<file path="config.mk">
export PLATFORM = sky130hd
export DESIGN_NAME = gtq_ctrl
export DESIGN_NICKNAME = d
export VERILOG_FILES = /design/src/rtl/gtq_pkg.sv /design/src/rtl/gtq_ctrl.sv
export VERILOG_INCLUDE_DIRS = /design/src /design/src/rtl
export SDC_FILE = /design/constraint.sdc
export NUM_CORES = 1
export LEC_CHECK = 0
export ABC_AREA = 0
export BUFFER_PORTS_ARGS = -buffer_cell sky130_fd_sc_hd__buf_2
export CORE_AREA = 2 2 39 41
export CTS_CLUSTER_SIZE = 12
export DETAILED_ROUTE_END_ITERATION = 8
export DIE_AREA = 0 0 41 43
export GPL_TIMING_DRIVEN = 1
export HOLD_SLACK_MARGIN = 0.15
export PLACE_DENSITY = 0.34
export SLEW_MARGIN = 20
export SYNTH_ARGS = -nofsm -noshare
export SYNTH_HDL_FRONTEND = slang
export SYNTH_SLANG_ARGS = --single-unit
</file>
<file path="constraint.sdc">
create_clock -name clk -period 1.01 [get_ports clk]
set_input_delay 0.1515 -clock clk [delete_from_list [all_inputs] [get_ports clk]]
set_output_delay 0.1515 -clock clk [all_outputs]
set_load 0.02 [all_outputs]
</file>
<file path="src/rtl/grouped_team_queue_core_macros.svh">
// Assertion macros shared by the grouped team queue RTL.
// Depends on nothing; included inside module bodies.
`ifndef GROUPED_TEAM_QUEUE_CORE_MACROS_SVH
`define GROUPED_TEAM_QUEUE_CORE_MACROS_SVH

// Implication checked on every clock edge outside reset.
`define GTQ_ASSERT_IMP(label, ante, cons) \
    label: assert property (@(posedge clk) disable iff (!rst_n) (ante) |-> (cons)) \
        else $error("%m: check failed");

// Next-cycle implication checked outside reset.
`define GTQ_ASSERT_NEXT(label, ante, cons) \
    label: assert property (@(posedge clk) disable iff (!rst_n) (ante) |=> (cons)) \
        else $error("%m: check failed");

`endif

</file>
<file path="src/rtl/gtq_pkg.sv">
// Shared types and codes for the grouped team queue.
// No dependencies.
package gtq_pkg;

    typedef enum logic [1:0] {
        CMD_ASSIGN  = 2'd0,
        CMD_ENQUEUE = 2'd1,
        CMD_DEQUEUE = 2'd2,
        CMD_NONE    = 2'd3
    } cmd_t;

    typedef enum logic [1:0] {
        ST_OK        = 2'd0,
        ST_EMPTY     = 2'd1,
        ST_FULL      = 2'd2,
        ST_RESERVED  = 2'd3
    } status_t;

    typedef enum logic [1:0] {
        FSM_CLEAR,
        FSM_IDLE,
        FSM_EXEC,
        FSM_OUT
    } fsm_t;

    // Controller to datapath commands.
    typedef struct packed {
        logic clear_step;   // write one membership entry to team zero
        logic capture;      // latch input item, issue memory reads
        logic execute;      // apply read-modify-write, form result
    } dp_cmd_t;

    // Datapath to controller status.
    typedef struct packed {
        logic clear_done;
    } dp_status_t;

endpackage

</file>
<file path="src/rtl/gtq_ctrl.sv">
// Controller state machine for the grouped team queue.
// Depends on gtq_pkg.
module gtq_ctrl (
    input  logic                clk,
    input  logic                rst_n,
    input  logic                in_valid,
    output logic                in_stall,
    output logic                out_valid,
    input  logic                out_stall,
    output gtq_pkg::dp_cmd_t    cmd,
    input  gtq_pkg::dp_status_t stat
);
    import gtq_pkg::*;

    fsm_t state_reg, state_next;

    always_ff @(posedge clk or negedge rst_n)
    begin
        if (!rst_n)
        begin
            state_reg <= FSM_CLEAR;
        end
        else
        begin
            state_reg <= state_next;
        end
    end

    // Next state
    always_comb
    begin
        state_next = state_reg;
        unique case (state_reg)
            FSM_CLEAR: if (stat.clear_done) state_next = FSM_IDLE;
            FSM_IDLE:  if (in_valid) state_next = FSM_EXEC;
            FSM_EXEC:  state_next = FSM_OUT;
            FSM_OUT:
            begin
                if (!out_stall)
                begin
                    state_next = in_valid ? FSM_EXEC : FSM_IDLE;
                end
            end
            default:   state_next = FSM_IDLE;
        endcase
    end

    // Outputs
    always_comb
    begin
        cmd       = '0;
        in_stall  = 1'b1;
        out_valid = 1'b0;
        unique case (state_reg)
            FSM_CLEAR: cmd.clear_step = 1'b1;
            FSM_IDLE:
            begin
                in_stall    = 1'b0;
                cmd.capture = in_valid;
            end
            FSM_EXEC:  cmd.execute = 1'b1;
            FSM_OUT:
            begin
                out_valid   = 1'b1;
                in_stall    = out_stall;
                cmd.capture = in_valid && !out_stall;
            end
            default: ;
        endcase
    end

    `include "grouped_team_queue_core_macros.svh"
    `GTQ_ASSERT_IMP(a_no_accept_busy, (state_reg == FSM_EXEC), in_stall)
    `GTQ_ASSERT_NEXT(a_exec_then_out, (state_reg == FSM_EXEC), out_valid)
    `GTQ_ASSERT_IMP(a_capture_on_accept, (in_valid && !in_stall), cmd.capture)
endmodule

</file>
# Yosys cells after proc, flatten, opt, wreduce, memory -nomap -nowiden
# Index checks and enable logic that the tools add are counted.
# op_classes
eq_ne	6
muxes	10
n_reduce_logical	4
# ops
operator	count
$mux 2	4
$pmux 2 s4	1
$ne 2x2->1 const B	3
$eq 2x2->1 const B	2
$pmux 1 s2	2
$mux 1	3
$reduce_and 3->1	1
$eq 2x1->1 const B	1
$logic_not 2->1	1
$logic_and 1x1->1	1
$logic_not 1->1	1
# totals
reg_bits	2
in_bits	5
out_inout_bits	5
word_cells	21

# Logic depth before layout (Yosys ltp)
# Gate-level depths: netlist of run 1.
# logic_depth
ltp_word	3
depth_mapped	2
depth_no_buf	2

# Worst setup path after synthesis of run 1
# OpenSTA, ideal clock, no wires.
# synth_path
path_kind	register -> output
startpoint	register state_reg[0]
endpoint	output cmd[1] (netlist name)
t_arrival_ps	836
t_required_ps	859
slack_ps	23
path_stages_with_launch	3
path_buffers	0
cell_sequence	dfrtp_1 nand2_1 a21oi_1
# synth_lines
element	line	text
start, declared	gtq_ctrl.sv:15	fsm_t state_reg, state_next;
start signal, assigned	gtq_ctrl.sv:25	state_reg <= state_next;
end, declared	gtq_ctrl.sv:10	output gtq_pkg::dp_cmd_t cmd,

==> results of run 1 <==
[metal layers]
layer | vias to the layer above | track usage
met5 | - | 0
met2 | 12 | 0.0500
met4 | 0 | 0.0800
met3 | 4 | 0.0524
met1 | 69 | 0.0643
li1 | 82 | -
[worst reg2reg max path, cell delays in order (launching register included)]
cell and delay, ns:
dfrtp_2 0.44, buf_4 0.15, nor3_1 0.18, a31oi_1 0.06
[layout by cell type, fill, tap and decap left out]
cell type      n
buf_6          2
nor3_1         1
dfrtp_2        2
dlygate4sd3_1  2
a31oi_1        1
buf_4          6
o21ai_1        1
buf_2          4
clkbuf_4       3
nor2b_1        1
and2_4         1
nand2_2        2
a21oi_2        1
inv_2          1
nand2_1        1
nor2_1         2
[per-stage QoR]
stage / worst slack [ns] / hold slack (ns) / total power, mW
5_1_grt: -0.172 / 0.219 / 0.582
3_3_place_gp: 0.0226 / -0.0578 / 0.270
2_1_floorplan: 0.0228 / -0.144 / 0.213
4_1_cts: -0.121 / 0.178 / 0.532
3_5_place_dp: 0.0259 / -0.0590 / 0.269
6_report: -0.127 / 0.206 / 0.541
[cell families (layout without fill, tap and decap cells)]
group           count (synthesis)  in the layout  synth area share
flops                           2              2             0.471
simple gates                    8              8             0.341
buf+inv                         1             18            0.0353
compound gates                  3              3             0.153
[worst paths after layout]
kind                              start           end  cells past startpoint  slack [ns]
min in group asynchronous         rst_n  state_reg[1]                      2        0.25
setup / recovery           state_reg[0]        cmd[1]                      3       -0.13
hold / removal                     stat  state_reg[0]                      3        0.21
hold reg to reg            state_reg[1]  state_reg[1]                      2        0.61
setup reg to reg           state_reg[0]  state_reg[0]                      3        0.06
max in group asynchronous         rst_n  state_reg[0]                      2        0.65
[timing repair]
action	4_1_cts	5_1_grt
hold buffers	2	0
cloned	0	0
endpoints found under the hold margin	3	0
endpoints found under the setup margin	5	5
pin swaps	4	5
setup buffers	1	2
gates resized for setup	14	0
[power by group through the flow]
stage | Combinational, mW | Clock (mW) | Sequential [mW]
final | 0.229 | 0.177 | 0.135
after global routing | 0.246 | 0.197 | 0.139
after CTS | 0.212 | 0.187 | 0.134
after detailed placement | 0.145 | 0 | 0.125
after global placement | 0.145 | 0 | 0.125
after floorplan | 0.0950 | 0 | 0.118
[layout make-up]
cell class | count | area share
Sequential cell | 2 | 0.194
Tap cell | 16 | 0.0741
Inverter | 1 | 0.0139
Clock buffer | 3 | 0.0833
Timing Repair Buffer | 14 | 0.398
Multi-Input combinational cell | 11 | 0.236
==> results.md, run 1 <==
* Placed Cells at 39
* CP Cell Sequence: nand2_2 > a21oi_2 > buf_4
* CTS sink cnt at 2
* Clock Tree Buf Depth at 2
* Drt wl/cell at 8.53 um
* Commonest cells post-synth: 3 x nand2_1, 2 x dfrtp_1, 2 x nor2_1
* Routed wl met3 at 68 um
* Initial antenna violation count at 0
* Area after DPL at 171 um2
* Failing checks: setup timing
* Area Growth Syn to Fin at 154%
* Initial DRC count at 4
* Worst Path Arrival at 0.99 ns
* Top_reg_cell synth: dfrtp_1
* WL met2 at 125 um
* Mapped Cells at 14
* Leakage at 0.130 nW
* Yosys Warn Count at 0
* CP Launch Type: flop
* Fill cells at 156
* Placeable Area at 1380 um2
* Chip height at 43 um
* Finish-stage setup viols at 5
* Worst Path Max Fanout at 7
* Vias/cell at 3.55
* First drt pass iteration count at 2
* Full die area at 1760 um2
* # port buffers at 9
* Cell type with the largest total area after synthesis: dfrtp_1
* Net switching power at 185 uW
* Layout Cells excl Fill at 47
* EDFF count, synth at 0
* Top post-synthesis cells by area: dfrtp_1 47%, nand2_1 11%, nor2_1 7.1%
* Synthesized area at 106 um2
* Fraction of registers with async set or reset after synthesis at 1.00
* Endpoint class of the critical path: output pin
* Vias at 167
* Sequential power share at 0.249
* Syn avg cell area at 7.60 um2
* Relative slew slack at 0.894
* HP Class: primary input to flop
* Distinct cells, synth at 10
* First-pass GRT wire length at 565 um
* Layout cells sized above 1 at 0.710
* TNS Setup at -0.469 ns
* Drt drc at 0
* VDD IR max at 0.530 mV
* CP bufs+invs at 1
* Routed WL at 401 um
* Uppermost routed layer: met4
* Final period util at 1.13
* Pint at 357 uW
* Largest net degree at the start of global routing at 9
* Total track usage at 0.0582
* Seq/Total Area, Yosys at 0.471
* Synth top area share at 0.471
* Antenna cells at 0
* Slowest cell on the critical path: dfrtp_2
* Least-Margin Pin Slew at 0.158 ns
* Grt ovf at 0
* Critical Path RT at 0.86 ns
* H-tree depth at 1
* Clk pwr share at 0.327
* Fin. max-slew vios at 0
* IO Pins at 10
* Die W at 41 um
* Fin util at 0.195
* Flip-flop and latch count after synthesis at 2
* Switch share at 0.341
* CTS tree: done
* CTS Buf Count at 3
* Rows at 14
* Comb power frac at 0.424
* Most common cell in the netlist: nand2_1
* Clock skew at 0.0000866 ns
* Clk_lat worst skew at 0.22 ns
* Crit-path leading delay family: flip-flops
* Syn nets at 19
* Status: complete, but fails checks
* Max Clk Rate at 879 MHz
* Design area at 270 um2
* Final ANT Viol Nets at 0
* DP Wirelength at 264 um
* Register Area at 52.6 um2
* Number of max-cap violations at 0
* Starting Density at 0.0769
* Clock slew at reported path FFs at 0.03 ns
* WL met1 at 187 um
* Final setup margin at -0.127 ns
* Gpl congestion at 0.599
* Via count of the first global-routing pass at 137
* Footprint of the multi-input gates at 63.8 um2
* CP peak stage delay at 0.42 ns
* Critical path type: flop to output pin
* Tmin final at 1.14 ns
* Unrepaired setup endpoints after global routing: true
* Final hold vios at 0
* Max reg flops at 2
* Root Driver: clkbuf_4
* Nets at 38
* Pwr dens at 2000 nW/um2
Power figures use the tool's default switching activity.
==> run 2, diff against run 1 <==
- CELL_PAD_IN_SITES_DETAIL_PLACEMENT: unset -> 0
- CELL_PAD_IN_SITES_GLOBAL_PLACEMENT: unset -> 1
- PLACE_DENSITY: 0.34 -> 0.43
==> run 2 against run 1 <==
  * The run still ends with setup timing left
  * Final cell count shrank 4.3%
  * First-iteration DRC count shrank 25%
  * Via count shrank 6.0%
  * Critical path depth is the same
  * Highest routed layer unchanged
  * Non-clock buffer count shrank 2
  * Combinational power shrank 7%
  * Die area is the same
  * Clock skew is essentially flat
  * Sequential share of layout area grew 1.2 points
  * Register-to-register slack gained 0.13 ns
  * Design area shrank 6.0%
  * Sequential power shrank 4%
==> results.md, run 2 (synthesis results as in run 1) <==
* Initial DRC count at 3 (-1)
* First-pass GRT wire length at 676 um (+20%)
* Starting Density at 0.0769 (unchanged)
* First drt pass iteration count at 2 (unchanged)
* Antenna cells at 0 (unchanged)
* Tmin final at 1.11 ns (-0.0247 ns)
* Vias at 157 (-6.0%)
* Fill cells at 163 (+4.5%)
* TNS Setup at -0.456 ns (+0.0127 ns)
* Power Total at 520 uW (-3.9%)
* Area after DPL at 171 um2 (unchanged)
* Max Clk Rate at 899 MHz (+2.2%)
* Clk_lat worst skew at 0.22 ns (about the same)
* Clock skew at 0.000578 ns (+0.000492 ns)
* Dpl ws at 0.0521 ns (+0.0261 ns)
* Worst Hold Slack at 0.185 ns (-0.0210 ns)
* Design area at 254 um2 (-6.0%)
* Area Growth Syn to Fin at 139%
* IO Pins at 10 (unchanged)
* Most frequent cells in the layout: 4 x buf_2, 3 x clkbuf_4, 3 x buf_4, 3 x buf_6
* Final hold vios at 0 (unchanged)
* Met2 GRT Util at 0.0656 (+0.0156)
* Grt ovf at 0 (unchanged)
* Fin util at 0.184 (-0.0118)
* Endpoint class of the critical path: output pin
* Leakage at 0.121 nW (-6.8%)
* Placed Cells at 39 (unchanged)
* Met3 usage at 0.0681 (+0.0157)
* Root Driver: clkbuf_4
* CTS sink cnt at 2 (unchanged)
* Chip height at 43 um (unchanged)
* Drt wl/cell at 9.09 um (+6.5%)
* Failing checks: setup timing
* CTS tree: done
* Relative slew slack at 0.899 (+0.00540)
* Critical path type: flop to output pin
* Reg2Reg Depth at 2 (-1)
* Clock slew at reported path FFs at 0.03 ns (about the same)
* Number of max-cap violations at 0 (unchanged)
* Drt drc at 0 (unchanged)
* Layout Cells excl Fill at 45 (-4.3%)
* Critical Path RT at 0.86 ns (about the same)
* Status: complete, but fails checks
* Final period util at 1.10 (-0.0245)
* Fin. max-slew vios at 0 (unchanged)
* Finish-stage setup viols at 5 (unchanged)
* Worst Path Max Fanout at 8 (+1)
* # port buffers at 9 (unchanged)
* CP Launch Type: flop
* Via count of the first global-routing pass at 165 (+20%)
* Full die area at 1760 um2 (unchanged)
* H-tree depth at 1 (unchanged)
* CTS Buf Count at 3 (unchanged)
* Most common cell after layout, fill and taps aside: buf_2
* Worst Path Arrival at 0.96 ns (-0.03 ns)
* Final ANT Viol Nets at 0 (unchanged)
* WHS Path Cells at 3 (unchanged)
* Final setup margin at -0.102 ns (+0.0247 ns)
* Max reg flops at 2 (unchanged)
* Layout cells sized above 1 at 0.586 (-0.123)
* M1 GR Usage at 0.0677 (+0.00343)
* Largest net degree at the start of global routing at 9 (unchanged)
* Die W at 41 um (unchanged)
* Total track usage at 0.0673 (+0.00910)
* Rows at 14 (unchanged)
* HP Class: primary input to flop
* Pwr dens at 2050 nW/um2 (+2.3%)
* Nets at 36 (-5.3%)
* Routed WL at 409 um (+2.0%)
* VDD IR max at 0.505 mV (-4.8%)
* Vias/cell at 3.49 (-1.8%)
* Gpl congestion at 0.614 (+2.5%)
* Initial antenna violation count at 0 (unchanged)
* Clock Tree Buf Depth at 2 (unchanged)
* Placeable Area at 1380 um2 (unchanged)
* Unrepaired setup endpoints after global routing: true
* Least-Margin Pin Slew at 0.150 ns (-0.00804 ns)
* Gr busiest metal: met4
## run 2: cell count changes in the layout (fill, tap and decap cells not counted)
cell | before | now
nand2_2 | 2 | 1
nand2_1 | 1 | 2
inv_1 | 0 | 1
buf_4 | 6 | 3
and2_1 | 0 | 1
buf_6 | 2 | 3
inv_2 | 1 | 0
and2_4 | 1 | 0
## run 2: timing repair
item,4_1_cts,5_1_grt
gates resized for setup,9,3
hold buffers,2,0
endpoints found under the setup margin,5,5
hold endpoints to repair,3,0
gates cloned,0,0
pin swaps,0,3
setup buffers,1,0
## run 2: worst paths after layout
kind / start / slack, ns / to
hold reg to reg: state_reg[0] / 0.56 / state_reg[0]
setup / recovery: state_reg[0] / -0.10 / cmd[1]
hold / removal: in_valid / 0.18 / state_reg[1]
max in group asynchronous: rst_n / 0.65 / state_reg[0]
min in group asynchronous: rst_n / 0.25 / state_reg[1]
setup reg to reg: state_reg[0] / 0.19 / state_reg[0]
## run 2: worst max-delay path: stages, from the launching register on
cell,delay [ns]
dfrtp_2,0.42
nand2_2,0.07
a21oi_2,0.12
buf_6,0.13
## run 2: final cells by class
cell class                 instances  area (um2)  area share
timing repair buffer              12        96.3       0.379
clock buffer                       3        22.5      0.0887
sequential                         2        52.6       0.207
tap                               16        20.0      0.0788
inverter                           1        3.75      0.0148
multi-input combinational         11        58.8       0.232
## run 2: report_power, final
part	internal, mW	total [mW]	switching, mW	leakage [nW]
sequential	0.100	0.130	0.0298	0.0200
combinational	0.108	0.212	0.103	0.0874
clock	0.131	0.179	0.0474	0.0138
## run 2: layer usage
metal  up-vias  wire length, um
li1         79                -
met1        64              171
met2        12              167
met3         2               60
met4         0               10
met5         -                0
